--- src/rtl/fdac_pkg.sv ---
`default_nettype none

package fdac_pkg;

	localparam int NUM_ATTRS = 32;
	localparam int NUM_DEPS  = 64;

	localparam int SET_W   = 32;
	localparam int INDEX_W = 6;
	localparam int ADDR_W  = (NUM_DEPS > 1) ? $clog2(NUM_DEPS) : 1;

	// attribute positions at NUM_ATTRS and above are dropped
	localparam logic [SET_W-1:0] ATTR_MASK = (NUM_ATTRS >= SET_W) ? {SET_W{1'b1}} :
		SET_W'((65'd1 << NUM_ATTRS) - 65'd1);

	localparam logic [ADDR_W-1:0] LAST_ADDR = ADDR_W'(NUM_DEPS - 1);

	localparam logic ACT_WRITE = 1'b0;
	localparam logic ACT_QUERY = 1'b1;

	typedef struct packed {
		logic              wr_entry;
		logic              load_query;
		logic              rd_en;
		logic [ADDR_W-1:0] rd_addr;
		logic              apply;
		logic              clear_changed;
		logic              load_result;
	} cmd_t;

	typedef struct packed {
		logic changed;
	} status_t;

endpackage

`default_nettype wire

--- src/rtl/fdac_ctrl.sv ---
`default_nettype none

module fdac_ctrl import fdac_pkg::*; (
	input  wire logic    clk,
	input  wire logic    arst_n,
	input  wire logic    in_valid,
	input  wire logic    in_action,
	output logic         in_ready,
	input  wire logic    out_ready,
	output logic         out_valid,
	input  wire status_t status,
	output cmd_t         cmd
);

	localparam logic [2:0] ST_IDLE  = 3'd0;
	localparam logic [2:0] ST_SCAN  = 3'd1;
	localparam logic [2:0] ST_TAIL  = 3'd2;
	localparam logic [2:0] ST_CHECK = 3'd3;
	localparam logic [2:0] ST_DONE  = 3'd4;

	logic [2:0]        state_q;
	logic [2:0]        state_d;
	logic [ADDR_W-1:0] idx_q;
	logic              apply_s1;
	logic              out_valid_q;
	logic              in_beat;

	assign in_ready  = (state_q == ST_IDLE);
	assign in_beat   = in_valid && in_ready;
	assign out_valid = out_valid_q;

	always_comb begin
		state_d           = state_q;
		cmd.wr_entry      = in_beat && (in_action == ACT_WRITE);
		cmd.load_query    = in_beat && (in_action == ACT_QUERY);
		cmd.rd_en         = 1'b0;
		cmd.rd_addr       = idx_q;
		cmd.apply         = apply_s1;
		cmd.clear_changed = 1'b0;
		cmd.load_result   = 1'b0;
		case (state_q)
			ST_IDLE: begin
				if (in_beat && (in_action == ACT_QUERY)) state_d = ST_SCAN;
			end
			ST_SCAN: begin
				cmd.rd_en = 1'b1;
				if (idx_q == LAST_ADDR) state_d = ST_TAIL;
			end
			ST_TAIL: begin
				state_d = ST_CHECK;
			end
			ST_CHECK: begin
				// another pass while the last one grew the set
				if (status.changed) begin
					cmd.clear_changed = 1'b1;
					state_d           = ST_SCAN;
				end else begin
					state_d = ST_DONE;
				end
			end
			ST_DONE: begin
				if (!out_valid_q || out_ready) begin
					cmd.load_result = 1'b1;
					state_d         = ST_IDLE;
				end
			end
			default: state_d = ST_IDLE;
		endcase
	end

	always_ff @(posedge clk or negedge arst_n) begin
		if (!arst_n) begin
			state_q     <= ST_IDLE;
			idx_q       <= '0;
			apply_s1    <= 1'b0;
			out_valid_q <= 1'b0;
		end else begin
			state_q  <= state_d;
			apply_s1 <= (state_q == ST_SCAN);
			if (state_q == ST_SCAN) begin
				idx_q <= (idx_q == LAST_ADDR) ? '0 : idx_q + 1'b1;
			end else if (state_q != ST_TAIL) begin
				idx_q <= '0;
			end
			if (cmd.load_result) begin
				out_valid_q <= 1'b1;
			end else if (out_ready) begin
				out_valid_q <= 1'b0;
			end
		end
	end

endmodule

`default_nettype wire

--- config.mk ---
export PLATFORM = sky130hd
export DESIGN_NAME = fdac_ctrl
export DESIGN_NICKNAME = d
export VERILOG_FILES = /design/src/rtl/fdac_pkg.sv /design/src/rtl/fdac_ctrl.sv
export SDC_FILE = /design/constraint.sdc
export NUM_CORES = 1
export LEC_CHECK = 0
export ABC_CLOCK_PERIOD_IN_PS = 1600
export CAP_MARGIN = 20
export CORE_AREA = 3 3 40 42
export CTS_CLUSTER_SIZE = 14
export DETAILED_ROUTE_END_ITERATION = 10
export DIE_AREA = 0 0 43 45
export DONT_BUFFER_PORTS = 1
export PLACE_DENSITY = 0.63
export SLEW_MARGIN = 15
export SYNTH_ARGS = -nofsm -noshare
export SYNTH_HDL_FRONTEND = slang
export SYNTH_SLANG_ARGS = --single-unit
--- constraint.sdc ---
create_clock -name clk -period 1.6 [get_ports clk]
set_input_delay 0.24 -clock clk [delete_from_list [all_inputs] [get_ports clk]]
set_output_delay 0.24 -clock clk [all_outputs]
set_load 0.01 [all_outputs]
After elaboration in Yosys (flattened, before gate mapping)
Cells that the tools add are included.
{"block": "totals", "word_cells": 39, "input_bits": 6, "output_inout_bits": 14, "reg_bits": 11}
{"block": "classes", "n_mux": 15, "n_reduce_logical": 9, "addsub": 1, "bitwise_logic": 1, "n_eq_ne": 9}
{"op": "6-bit two-way mux", "n": 3}
{"op": "3-bit one-hot mux with 5 select lines", "n": 1}
{"op": "3-bit two-way mux", "n": 4}
{"op": "1-bit two-way mux", "n": 7}
{"op": "6-bit by 1-bit adder with 6-bit output (second input constant)", "n": 1}
{"op": "3-bit by 2-bit == test with 1-bit output (second input constant)", "n": 2}
{"op": "6-bit == test (second input constant)", "n": 1}
{"op": "2-bit inequality test (second input constant)", "n": 2}
{"op": "2-bit nonzero test", "n": 2}
{"op": "3-bit by 1-bit == test with 1-bit output (second input constant)", "n": 1}
{"op": "3-bit == test (second input constant)", "n": 1}
{"op": "1-bit logical AND", "n": 3}
{"op": "3-bit logical NOT", "n": 1}
{"op": "3-bit by 2-bit inequality test with 1-bit output (second input constant)", "n": 1}
{"op": "3-bit AND reduction", "n": 1}
{"op": "2-bit by 1-bit inequality test with 1-bit output (second input constant)", "n": 1}
{"op": "1-bit logical NOT", "n": 1}
{"op": "1-bit logical OR", "n": 1}
{"op": "1-bit NOT", "n": 1}

Longest topological paths before layout
{"block": "depth", "ltp_word": 5, "ltp_mapped": 4, "depth_no_buf": 4}

Worst setup path after synthesis
Ideal clock, no wire load.
{"block": "synth_path", "path_type": "reg2reg", "startpoint": "reg state_q[1]", "endpoint": "reg idx_q[5]", "synth_period_minus_slack_ns": 1.393, "arrival_ns": 1.306, "path_buffers": 1, "required_ns": 1.512, "path_slack_ns": 0.207, "stages_incl_launch_ff": 5, "setup_time_ns": 0.088, "path_cell_list": "dfrtp_1 > nor2b_1 > buf_6 > or4_1 > a22oi_1"}
{"block": "synth_via", "elab_chain_len": 2, "elab_cells_between_ends": 4, "classes_between": "eq/ne: 2; mux: 1; reduce/logical: 1"}
{"element": "start: declaration", "line_no": "fdac_ctrl.sv:21", "source": "logic [2:0] state_q;"}
{"element": "start signal: assignment", "line_no": "fdac_ctrl.sv:78", "source": "state_q <= state_d;"}
{"element": "3-bit by 1-bit == test with 1-bit output or 3-bit by 2-bit inequality test with 1-bit output (tied branches)", "line_no": "fdac_ctrl.sv:80, fdac_ctrl.sv:82"}
{"element": "6-bit two-way mux or 2-bit nonzero test (tied branches)"}
{"element": "end signal: assignment", "line_no": "fdac_ctrl.sv:81", "source": "idx_q <= (idx_q == LAST_ADDR) ? '0 : idx_q + 1'b1;"}
{"element": "end: declaration", "line_no": "fdac_ctrl.sv:23", "source": "logic [ADDR_W-1:0] idx_q;"}
Several ways; a longest one is shown, not always the timed one.
A chain may end at the register's enable or synchronous reset.

==> results_dict.tcl <==
set metrics [dict create \
    critPathKind "reg -> out" \
    finalWirelength_mm 1.24 \
    period_share 0.940 \
    path_clk_slew_ns 0.07 \
    synth-async-reset-ratio 1.00 \
    cp_cell_sequence "nor3_2, nand2_1, nor2_1" \
    cp.arrival_ns 1.26 \
    die_w_um 43 \
    slew_headroom 0.664 \
    grt_max_degree 12 \
    route.met3.wl_um 76 \
    grt_pass1_vias 470 \
    synth_commonest_cells "dfrtp_1, nand2_1, nor2_1" \
    grt-ovfl-total 0 \
    r2r_slack_ns 0.20 \
    syn_nets 72 \
    setup_viol 0 \
    vias_per_cell 5.73 \
    clock-root-buffer "clkbuf_4" \
    r2r_cells 3 \
    ir_worst_vdd_mv 0.578 \
    endpoint_kind "primary output" \
    synth_ff_type "dfrtp_1" \
    clk_latency_ns 0.27 \
    ys_seq_area_frac 0.449 \
    cts_buffers 3 \
    skew_ns 0.000881 \
    slowest_stage "dfrtp_1" \
    wl_per_cell_um 14.6 \
    drv_cap 0 \
    finalMaxSlewViolations 0 \
    outcome "complete, no violations" \
    final_core_util 0.522 \
    crit_fanout 11 \
    period_needed_ns 1.50 \
    cp_top_family "flip-flops" \
    synth_area_um2 613 \
    clock-sinks 11 \
    drive_gt1_frac 0.143 \
    hold_violations 0 \
    setup-tns-final_ns 0 \
    htree_levels 1 \
    die_h_um 45 \
    cts_tree "yes" \
    ant_nets 0 \
    clockBufferDepth 2 \
    post-route-drc-count 0 \
    synth.most_common_cell "dfrtp_1" \
    initial_core_util 0.477 \
    grtUsageTotal 0.141 \
    grt_pass1_wl_mm 2.02 \
    synth_top_area_share 0.449 \
    min_path_type "in -> reg" \
    post-dp-hpwl_um 914 \
    crit_path_end "cmd[11]" \
    grt_setup_unrepaired "no" \
    syn_inst 65 \
    drt_iter0_markers 13 \
    dieArea_um2 1940 \
    place.gp.congestion 0.732 \
    critPathLaunch "state_q[2]" \
    pwr_density_cell_nw_per_um2 1310 \
    worst-path-buf-inv 0 \
    io_buffers 0 \
    syn_area_per_cell_um2 9.43 \
    nets 78 \
    regToRegStartpoint "state_q[1]" \
    critPathMaxStageDelay_ns 0.51 \
    synth.distinct_cells 30 \
    dr_wl_met2_um 572 \
    top_layer_used "met4" \
    m1WireLength_um 564 \
    syn2layout_area_growth_pct 9.39 \
    core_area_um2 1280 \
    reg2reg_to "idx_q[5]" \
    max_freq_mhz 665 \
    synthTopCellsByArea "dfrtp_1, a22oi_1, buf_6" \
    synth_edf_count 0 \
    vias 487 \
    row_count 13 \
    cp-start-kind "flop" \
    ys_ff_latch 11 \
    fillerInstances 120 \
    cts_setup_buffers 0 \
    ys_warn_count 0 \
    leakagePower_nw 0.298 \
    synth_top_cell_by_area "dfrtp_1" \
    cp_data_required_time_ns 1.36 \
    antenna_found_initial 0 \
    diodes 0 \
    cp.depth 3 \
    worst_pin_slew_ns 0.502 \
    first_pass_iters 4 \
    finalPower_w 0.000877 \
    ios 20 \
]
==> through the flow <==
step           setup WS (ns)  cells  hold WS, ns  cell area, um2
3_3_place_gp           0.250     80      -0.0553             624
4_1_cts               0.0107     85       0.0711             661
6_report              0.0956     85       0.0734             671
5_1_grt               0.0201     85       0.0743             671
2_1_floorplan          0.207     65      -0.0556             613
3_5_place_dp           0.241     80      -0.0553             624
==> cells in the final DEF (no fill, tap or decap), drive strengths merged, types with 2 or more instances in the layout <==
cell / count
inv: 4
dfrtp: 11
or4: 2
a21oi: 2
and3: 2
nand2: 6
buf: 4
nor2: 6
o31ai: 2
clkbuf: 4
nand3: 2
a22oi: 4
nor2b: 2
o21ai: 2
==> state kept, by name (all words and copies together) (netlist names) <==
name,flops
idx_q,6
apply_s1,1
out_valid,1
state_q,3
==> final cells by class <==
| cell class | count | area (um2) | area share |
|---|---|---|---|
| inverter | 4 | 15.0 | 0.0224 |
| clock buffer | 4 | 26.3 | 0.0392 |
| multi-input combinational | 46 | 295 | 0.440 |
| tap | 15 | 18.8 | 0.0280 |
| timing repair buffer | 5 | 40.0 | 0.0597 |
| sequential | 11 | 275 | 0.410 |
==> how the worst min path moves through the flow <==
stage | startpoint | cells past startpoint | slack (ns) | endpoint
global placement | arst_n | 0 | -0.06 | idx_q[5]
CTS | status | 1 | 0.07 | state_q[2]
detailed placement | arst_n | 0 | -0.06 | idx_q[5]
global route | status | 1 | 0.07 | state_q[2]
floorplan | arst_n | 0 | -0.06 | apply_s1
finish | status | 1 | 0.07 | state_q[2]
==> power breakdown <==
group / leakage [nW] / switching (W) / internal, W
Sequential: 0.139 / 0.000118 / 0.000338
Clock: 0.0150 / 0.0000965 / 0.0000965
Combinational: 0.144 / 0.000116 / 0.000112
==> routing by layer <==
metal,GRT usage,vias to the layer above
met3,0.0279,4
met2,0.222,16
met4,0.0904,0
met1,0.179,225
li1,-,242
met5,0,-
==> repair_timing <==
item / CTS / global route
resized for setup: 0 / 2
hold endpoints to repair: 11 / 0
endpoints found under the setup margin: 0 / 3
hold buffers: 1 / 0
==> kinds of logic after synthesis <==
kind of cell	synth area share
buffers and inverters	0.0857
xor gates and xnor gates	0.0286
and+or+nand+nor	0.249
AOI/OAI and AO/OA	0.167
DFF	0.449
adders and majority gates	0.0204
Note: power is estimated with default switching activity, not from simulation.
